File: src/hw/rtl/spdm_pkg.sv
// Shared constants, codes and helper functions for the Speck Davies-Meyer hash unit.
`timescale 1ns / 1ps

package spdm_pkg;

  // Longest message in bytes. Bytes beyond it are dropped.
  localparam int MAX_LEN     = 64;
  localparam int COUNT_W     = $clog2(MAX_LEN + 1);

  localparam int BLOCK_BYTES = 32;
  localparam int FILL_W      = $clog2(BLOCK_BYTES);
  localparam int LEN_POS     = 28;
  localparam logic [7:0] PAD_BYTE = 8'h80;

  localparam int ROUNDS      = 34;
  localparam int ROUND_W     = $clog2(ROUNDS);

  localparam int WORD_W      = 64;
  localparam int CFG_IDX_W   = 2;

  // Input command codes.
  localparam logic CMD_APPEND = 1'b0;
  localparam logic CMD_FINISH = 1'b1;

  // Configuration register indexes.
  localparam logic [CFG_IDX_W-1:0] CFG_INIT_LOW  = 2'd0;
  localparam logic [CFG_IDX_W-1:0] CFG_INIT_HIGH = 2'd1;
  localparam logic [CFG_IDX_W-1:0] CFG_SEED      = 2'd2;

  function automatic logic [WORD_W-1:0] rotr8(input logic [WORD_W-1:0] v);
    rotr8 = {v[7:0], v[WORD_W-1:8]};
  endfunction

  function automatic logic [WORD_W-1:0] rotr61(input logic [WORD_W-1:0] v);
    rotr61 = {v[60:0], v[WORD_W-1:61]};
  endfunction

endpackage

File: src/hw/rtl/speck_davies_meyer_string_hash_unit.sv
// Top level of the Speck128/256 Davies-Meyer string hash unit.
`timescale 1ns / 1ps

// The unit hashes a byte string into a 128-bit digest. Each input word carries
// in_cmd and in_data_byte: an append command adds one byte to the message, a
// finish command pads the message and yields one output word with the digest.
// A word moves when valid is high and stall is low on that channel.
// An append that does not complete a 32-byte block leaves the unit idle and
// ready for the next byte. The byte that completes a block starts a
// compression: the unit loads the key schedule and the cipher state, then
// runs the Speck rounds one after another on a single shared round datapath,
// and it takes no input until that is done. A finish pads the block and
// compresses it, runs a second compression when the length field spills into
// an extra block, and then loads the output register. in_stall is high
// whenever a compression or a digest hand-off is in flight.
// The digest sits in an output register; a new message may start while it
// waits. If the receiver holds out_stall, the unit finishes its next digest
// and then waits with in_stall high until the register is free.
// Reset clears the configuration registers and the message counters; the
// block buffer needs no clearing since every byte is written before use.
// Configuration writes take effect at the start of the next message.
module speck_davies_meyer_string_hash_unit (
  input  logic                                  clk,
  input  logic                                  rst_n,
  input  logic                                  cfg_wr_en,
  input  logic [spdm_pkg::CFG_IDX_W-1:0]        cfg_index,
  input  logic [spdm_pkg::WORD_W-1:0]           cfg_data,
  input  logic                                  in_valid,
  output logic                                  in_stall,
  input  logic                                  in_cmd,
  input  logic [7:0]                            in_data_byte,
  output logic                                  out_valid,
  input  logic                                  out_stall,
  output logic [spdm_pkg::WORD_W-1:0]           out_digest_low,
  output logic [spdm_pkg::WORD_W-1:0]           out_digest_high
);

  typedef enum logic [1:0] {
    S_IDLE,
    S_LOAD,
    S_ROUND,
    S_OUT
  } state_t;

  typedef logic [spdm_pkg::WORD_W-1:0] word_t;

  // Control state.
  state_t                          state_r, state_nxt;
  logic [spdm_pkg::FILL_W-1:0]     fill_r, fill_nxt;
  logic [spdm_pkg::COUNT_W-1:0]    count_r, count_nxt;
  logic [spdm_pkg::ROUND_W-1:0]    round_r, round_nxt;
  logic                            final_r, final_nxt;
  logic                            pad_two_r, pad_two_nxt;
  logic                            out_valid_r, out_valid_nxt;
  word_t                           init_low_r, init_low_nxt;
  word_t                           init_high_r, init_high_nxt;
  word_t                           seed_r, seed_nxt;

  // Data path.
  logic [7:0]                      blk_r [spdm_pkg::BLOCK_BYTES];
  logic [7:0]                      blk_nxt [spdm_pkg::BLOCK_BYTES];
  word_t                           chain0_r, chain0_nxt;
  word_t                           chain1_r, chain1_nxt;
  word_t                           x0_r, x0_nxt;
  word_t                           x1_r, x1_nxt;
  word_t                           k_r [4];
  word_t                           k_nxt [4];
  word_t                           dig_low_r, dig_low_nxt;
  word_t                           dig_high_r, dig_high_nxt;

  // One Speck round, shared by every round of every compression.
  word_t                           rx0, rx1, rk0, rk3;
  logic [31:0]                     len_bits;
  logic                            in_acc;
  logic                            room;

  localparam logic [spdm_pkg::COUNT_W-1:0] MAX_CNT = spdm_pkg::COUNT_W'(spdm_pkg::MAX_LEN);
  localparam logic [spdm_pkg::ROUND_W-1:0] LAST_ROUND = spdm_pkg::ROUND_W'(spdm_pkg::ROUNDS - 1);
  localparam logic [spdm_pkg::FILL_W-1:0]  LAST_FILL =
    spdm_pkg::FILL_W'(spdm_pkg::BLOCK_BYTES - 1);
  localparam logic [spdm_pkg::FILL_W-1:0]  SPILL_FILL = spdm_pkg::FILL_W'(spdm_pkg::LEN_POS);

  assign in_stall        = (state_r != S_IDLE);
  assign in_acc          = in_valid && !in_stall;
  assign room            = (count_r < MAX_CNT);
  assign out_valid       = out_valid_r;
  assign out_digest_low  = dig_low_r;
  assign out_digest_high = dig_high_r;

  // The length field is the bit count as a little-endian 32-bit word.
  assign len_bits = 32'(count_r) << 3;

  always_comb begin
    rx1 = (spdm_pkg::rotr8(x1_r) + x0_r) ^ k_r[0];
    rx0 = spdm_pkg::rotr61(x0_r) ^ rx1;
    rk3 = (spdm_pkg::rotr8(k_r[1]) + k_r[0]) ^ word_t'(round_r);
    rk0 = spdm_pkg::rotr61(k_r[0]) ^ rk3;
  end

  always_comb begin
    state_nxt     = state_r;
    fill_nxt      = fill_r;
    count_nxt     = count_r;
    round_nxt     = round_r;
    final_nxt     = final_r;
    pad_two_nxt   = pad_two_r;
    out_valid_nxt = out_valid_r && out_stall;
    init_low_nxt  = init_low_r;
    init_high_nxt = init_high_r;
    seed_nxt      = seed_r;
    chain0_nxt    = chain0_r;
    chain1_nxt    = chain1_r;
    x0_nxt        = x0_r;
    x1_nxt        = x1_r;
    dig_low_nxt   = dig_low_r;
    dig_high_nxt  = dig_high_r;
    for (int i = 0; i < spdm_pkg::BLOCK_BYTES; i++) begin
      blk_nxt[i] = blk_r[i];
    end
    for (int w = 0; w < 4; w++) begin
      k_nxt[w] = k_r[w];
    end

    if (cfg_wr_en) begin
      unique case (cfg_index)
        spdm_pkg::CFG_INIT_LOW:  init_low_nxt  = cfg_data;
        spdm_pkg::CFG_INIT_HIGH: init_high_nxt = cfg_data;
        spdm_pkg::CFG_SEED:      seed_nxt      = cfg_data;
        default: ;
      endcase
    end

    unique case (state_r)
      S_IDLE: begin
        if (in_acc) begin
          // An empty count means a fresh message: reload the chaining value.
          if (count_r == '0) begin
            chain0_nxt = init_low_r ^ seed_r;
            chain1_nxt = init_high_r ^ seed_r;
          end
          if (in_cmd == spdm_pkg::CMD_APPEND) begin
            if (room) begin
              blk_nxt[fill_r] = in_data_byte;
              count_nxt       = count_r + 1'b1;
              fill_nxt        = fill_r + 1'b1;
              final_nxt       = 1'b0;
              if (fill_r == LAST_FILL) begin
                state_nxt = S_LOAD;
              end
            end
          end else begin
            // Pad: 0x80 after the data, zeros, and the length unless it spills.
            for (int i = 0; i < spdm_pkg::BLOCK_BYTES; i++) begin
              if (spdm_pkg::FILL_W'(i) == fill_r) begin
                blk_nxt[i] = spdm_pkg::PAD_BYTE;
              end else if (spdm_pkg::FILL_W'(i) > fill_r) begin
                if (i >= spdm_pkg::LEN_POS && fill_r < SPILL_FILL) begin
                  blk_nxt[i] = len_bits[8*(i-spdm_pkg::LEN_POS) +: 8];
                end else begin
                  blk_nxt[i] = 8'h00;
                end
              end
            end
            final_nxt   = 1'b1;
            pad_two_nxt = (fill_r >= SPILL_FILL);
            state_nxt   = S_LOAD;
          end
        end
      end

      S_LOAD: begin
        for (int w = 0; w < 4; w++) begin
          for (int b = 0; b < 8; b++) begin
            k_nxt[w][8*b +: 8] = blk_r[8*w + b];
          end
        end
        x0_nxt    = chain0_r;
        x1_nxt    = chain1_r;
        round_nxt = '0;
        state_nxt = S_ROUND;
      end

      S_ROUND: begin
        x0_nxt    = rx0;
        x1_nxt    = rx1;
        k_nxt[0]  = rk0;
        k_nxt[1]  = k_r[2];
        k_nxt[2]  = k_r[3];
        k_nxt[3]  = rk3;
        round_nxt = round_r + 1'b1;
        if (round_r == LAST_ROUND) begin
          chain0_nxt = chain0_r ^ rx0;
          chain1_nxt = chain1_r ^ rx1;
          if (!final_r) begin
            state_nxt = S_IDLE;
          end else if (pad_two_r) begin
            // Extra block: all zeros except the length field.
            for (int i = 0; i < spdm_pkg::BLOCK_BYTES; i++) begin
              if (i >= spdm_pkg::LEN_POS) begin
                blk_nxt[i] = len_bits[8*(i-spdm_pkg::LEN_POS) +: 8];
              end else begin
                blk_nxt[i] = 8'h00;
              end
            end
            pad_two_nxt = 1'b0;
            state_nxt   = S_LOAD;
          end else begin
            state_nxt = S_OUT;
          end
        end
      end

      S_OUT: begin
        if (!out_valid_r || !out_stall) begin
          dig_low_nxt   = chain0_r;
          dig_high_nxt  = chain1_r;
          out_valid_nxt = 1'b1;
          fill_nxt      = '0;
          count_nxt     = '0;
          final_nxt     = 1'b0;
          state_nxt     = S_IDLE;
        end
      end

      default: state_nxt = S_IDLE;
    endcase
  end

  always_ff @(posedge clk) begin
    if (!rst_n) begin
      state_r     <= S_IDLE;
      fill_r      <= '0;
      count_r     <= '0;
      round_r     <= '0;
      final_r     <= 1'b0;
      pad_two_r   <= 1'b0;
      out_valid_r <= 1'b0;
      init_low_r  <= '0;
      init_high_r <= '0;
      seed_r      <= '0;
    end else begin
      state_r     <= state_nxt;
      fill_r      <= fill_nxt;
      count_r     <= count_nxt;
      round_r     <= round_nxt;
      final_r     <= final_nxt;
      pad_two_r   <= pad_two_nxt;
      out_valid_r <= out_valid_nxt;
      init_low_r  <= init_low_nxt;
      init_high_r <= init_high_nxt;
      seed_r      <= seed_nxt;
    end
    chain0_r   <= chain0_nxt;
    chain1_r   <= chain1_nxt;
    x0_r       <= x0_nxt;
    x1_r       <= x1_nxt;
    dig_low_r  <= dig_low_nxt;
    dig_high_r <= dig_high_nxt;
    for (int i = 0; i < spdm_pkg::BLOCK_BYTES; i++) begin
      blk_r[i] <= blk_nxt[i];
    end
    for (int w = 0; w < 4; w++) begin
      k_r[w] <= k_nxt[w];
    end
  end

endmodule

File: config.mk
export PLATFORM = sky130hd
export DESIGN_NAME = speck_davies_meyer_string_hash_unit
export DESIGN_NICKNAME = d
export VERILOG_FILES = /design/src/hw/rtl/spdm_pkg.sv /design/src/hw/rtl/speck_davies_meyer_string_hash_unit.sv
export SDC_FILE = /design/constraint.sdc
export NUM_CORES = 2
export LEC_CHECK = 0
export BUFFER_PORTS_ARGS = -buffer_cell sky130_fd_sc_hd__buf_2
export CAP_MARGIN = 20
export CORE_MARGIN = 2
export CORE_UTILIZATION = 45
export DETAILED_ROUTE_END_ITERATION = 8
export GPL_TIMING_DRIVEN = 0
export PLACE_DENSITY_LB_ADDON = 0.05
export SLEW_MARGIN = 25
export SYNTH_ARGS = -nofsm -noshare
export SYNTH_HDL_FRONTEND = slang
export SYNTH_SLANG_ARGS = --single-unit
File: constraint.sdc
create_clock -name clk -period 28.1 [get_ports clk]
set_input_delay 8.43 -clock clk [delete_from_list [all_inputs] [get_ports clk]]
set_output_delay 8.43 -clock clk [all_outputs]
set_load 0.03 [all_outputs]
==> flow_summary.json <==
{
  "ys.flop_type": "edfxtp_1",
  "cts-buffers-inserted": 119,
  "synth-edff-count": 896,
  "htreeDepth": 3,
  "die_area_um2": 131000,
  "holdCritPathClass": "reg -> reg",
  "drv.max_cap_violation_count": 0,
  "post_synth_inst_count": 5389,
  "finalMaxSlewViolations": 0,
  "fmax_mhz": 90.8,
  "synth.top_cells.by_count": "1058 x nand2_1, 896 x edfxtp_1, 576 x a21oi_1",
  "multi_input_comb_area_um2": 25000,
  "synth_top_cells_by_area": "edfxtp_1 47%, dfxtp_1 7.5%, nand2_1 6.9%",
  "critical_path.reg2reg.startpoint": "k_r[0][16]",
  "first_global_vias": 41400,
  "rows": 131,
  "endpoint_kind": "flop",
  "worst-path-max-fanout": 10,
  "numPortBuffers": 207,
  "dpl-instance-area_um2": 61400,
  "post_cts.resized_instances": 0,
  "floorplan.io_pins": 210,
  "design.core.area_um2": 127000,
  "clkSinkCount": 1111,
  "drt_drc_violations_left": 0,
  "post_layout_nonfiller_instances": 7515,
  "post_synth.cell_area_avg_um2": 10.7,
  "clock_tree.buffer_depth": 3,
  "floorplan.initialDensity_pct": 45.3,
  "syn-num-nets": 5609,
  "period_minus_slack_ns": 11.01,
  "yosys.cell_types.count": 92,
  "setup-violations-final": 0,
  "initialDrtViolationCount": 4872,
  "synthToLayoutAreaGrowth_pct": 13.3,
  "first_pass_iters": 6,
  "synth_area_leader_cell": "edfxtp_1",
  "launching_element_of_the_worst_setup_path": "in_cmd",
  "global_route_wire_length_before_repair_mm": 289,
  "post-cts-setup-buffers": 0,
  "fin_worst_hold_slack_ns": 0.474,
  "totalNegativeSetupSlack_ns": 0,
  "antenna_found_initial": 14,
  "criticalPathCategory": "in -> reg",
  "overflow": 0,
  "synth_sequential_area_ratio_pct": 54.2,
  "worst_setup_hold_path_clk_slew_ns": 0.07,
  "worst_case_headroom_to_the_max_slew_limit_pct": 19.3,
  "critPathLaunchType": "input pin",
  "irDropWorstVdd_mv": 0.0624,
  "cts-root-buf": "clkbuf_16",
  "yosys.area.top_type_share_pct": 46.7,
  "cts_tree": "done",
  "route.vias.total": 43100,
  "finalHoldViolCount": 0,
  "floorplan.die.width_um": 362,
  "grt_max_degree": 98,
  "wire_per_inst_um": 27.1,
  "dpl.cell_count": 7281,
  "synthesis.yosys.warnings": 0,
  "worst-endpoint-required_ns": 28.48,
  "register_area_um2": 31200,
  "dp.final_hpwl_mm": 151,
  "post_drt_via_cell_ratio": 5.74,
  "grt_use_total_pct": 30.4,
  "die_height_um": 362,
  "post-synth-top-count-cell": "nand2_1",
  "drt.antenna.violating_nets": 0,
  "hold_start": "init_high_r[42]",
  "postSynthRegisterBits": 1111,
  "p_leak_uw": 0.0245,
  "tightest_slew_ns": 1.21,
  "setup_repair_after_global_routing_missed_its_margin": "no",
  "layout_worst_path_cycle_share_pct": 39.2,
  "drt_wl_total_mm": 203,
  "finalInstanceArea_um2": 65300,
  "final_core_utilization_pct": 51.3,
  "final_nets": 5961,
  "insertion_delay_ns": 0.76,
  "outcome": "finished clean",
  "proportion_of_layout_cells_with_a_drive_suffix_above_1_pct": 13.1,
  "asyncSetResetFlopFracSynth_pct": 0,
  "filler_cell_count": 11800,
  "timing.clock.skew_ns": 0.0322,
  "place.gp.congestion": 0.947,
  "powerDensity_nw_per_um2": 116,
  "timing.critical_path.arrival_ns": 11.38,
  "post_cts_hold_buffer_count": 0,
  "mappedNetlistArea_um2": 57600
}
==> area by class of cell <==
type,count,share of cell area [%]
flip-flops and latches,1111,47.8
multi-input cells,3899,38.4
clock buffers,157,4.97
well taps,1662,3.19
repair buffers,231,2.50
plain buffers,321,1.95
clock inverters,67,0.840
inverters,58,0.345
diodes,9,0.0345
==> power breakdown <==
part / switching (µW) / total (µW) / internal (µW)
Combinational: 2010 / 3300 / 1290
Clock: 691 / 1570 / 881
Sequential: 341 / 2720 / 2380
==> kinds of logic after synthesis <==
group	share of synthesized area (%)
AOI/OAI and AO/OA	13.2
adders and majority gates	3.07
buffers and inverters	2.50
DFF	54.2
muxes	5.21
and+or+nand+nor	12.2
xor gates and xnor gates	9.74
==> sequential cells by signal, indices dropped and copies added (netlist names) <==
name             flops
round_r              6
init_high_r         64
state_r              2
x1_r                64
count_r              7
seed_r              64
blk_r              256
k_r                256
out_valid            1
out_digest_low      64
fill_r               5
chain0_r            64
pad_two_r            1
x0_r                64
chain1_r            64
init_low_r          64
out_digest_high     64
final_r              1
==> final timing paths <==
check / to / slack [ns] / cells past startpoint
min: init_high_r[42] / 0.47 / 2
min reg2reg: init_high_r[42] / 0.47 / 2
max reg2reg: k_r[3][61] / 23.44 / 13
max: blk_r[0][5] / 17.09 / 7
==> per-layer routing <==
| layer | vias to the layer above | track usage [%] | share of wire (%) |
|---|---|---|---|
| met5 | - | 0 | 0.013 |
| met4 | 4 | 11.3 | 3.8 |
| met3 | 353 | 3.88 | 7.4 |
| met2 | 1700 | 47.8 | 45 |
| met1 | 21200 | 43.0 | 44 |
| li1 | 19800 | - | - |
==> per-stage QoR <==
step	power [µW]	setup slack (ns)
2_1_floorplan	4980	12.62
3_3_place_gp	6060	7.56
3_5_place_dp	5990	16.50
4_1_cts	7570	17.29
5_1_grt	7970	17.10
6_report	7600	17.09
==> cell usage in the layout, fill, tap and decap left out, types with 27 or more instances in the layout <==
master	count
o21ai_0	152
clkbuf_16	122
mux2_2	255
a21o_1	88
nand3_1	59
clkbuf_2	44
and3_1	40
a21oi_1	570
nor2_1	333
and2_1	38
inv_1	57
dfxtp_1	215
ha_1	137
nand4_1	35
nand2_1	1058
clkbuf_1	278
xor2_1	244
xnor2_1	311
a21boi_0	206
buf_2	219
o21bai_1	27
edfxtp_1	896
==> worst max-delay path, cell delays in order <==
cell and delay (ns):
buf_2 0.09, clkbuf_1 0.42, o21ai_0 0.19, a21oi_1 0.24, o21ai_1 0.42, nor2_1 0.94
a22o_1 0.63
Note: power is estimated with default switching activity, not from simulation.
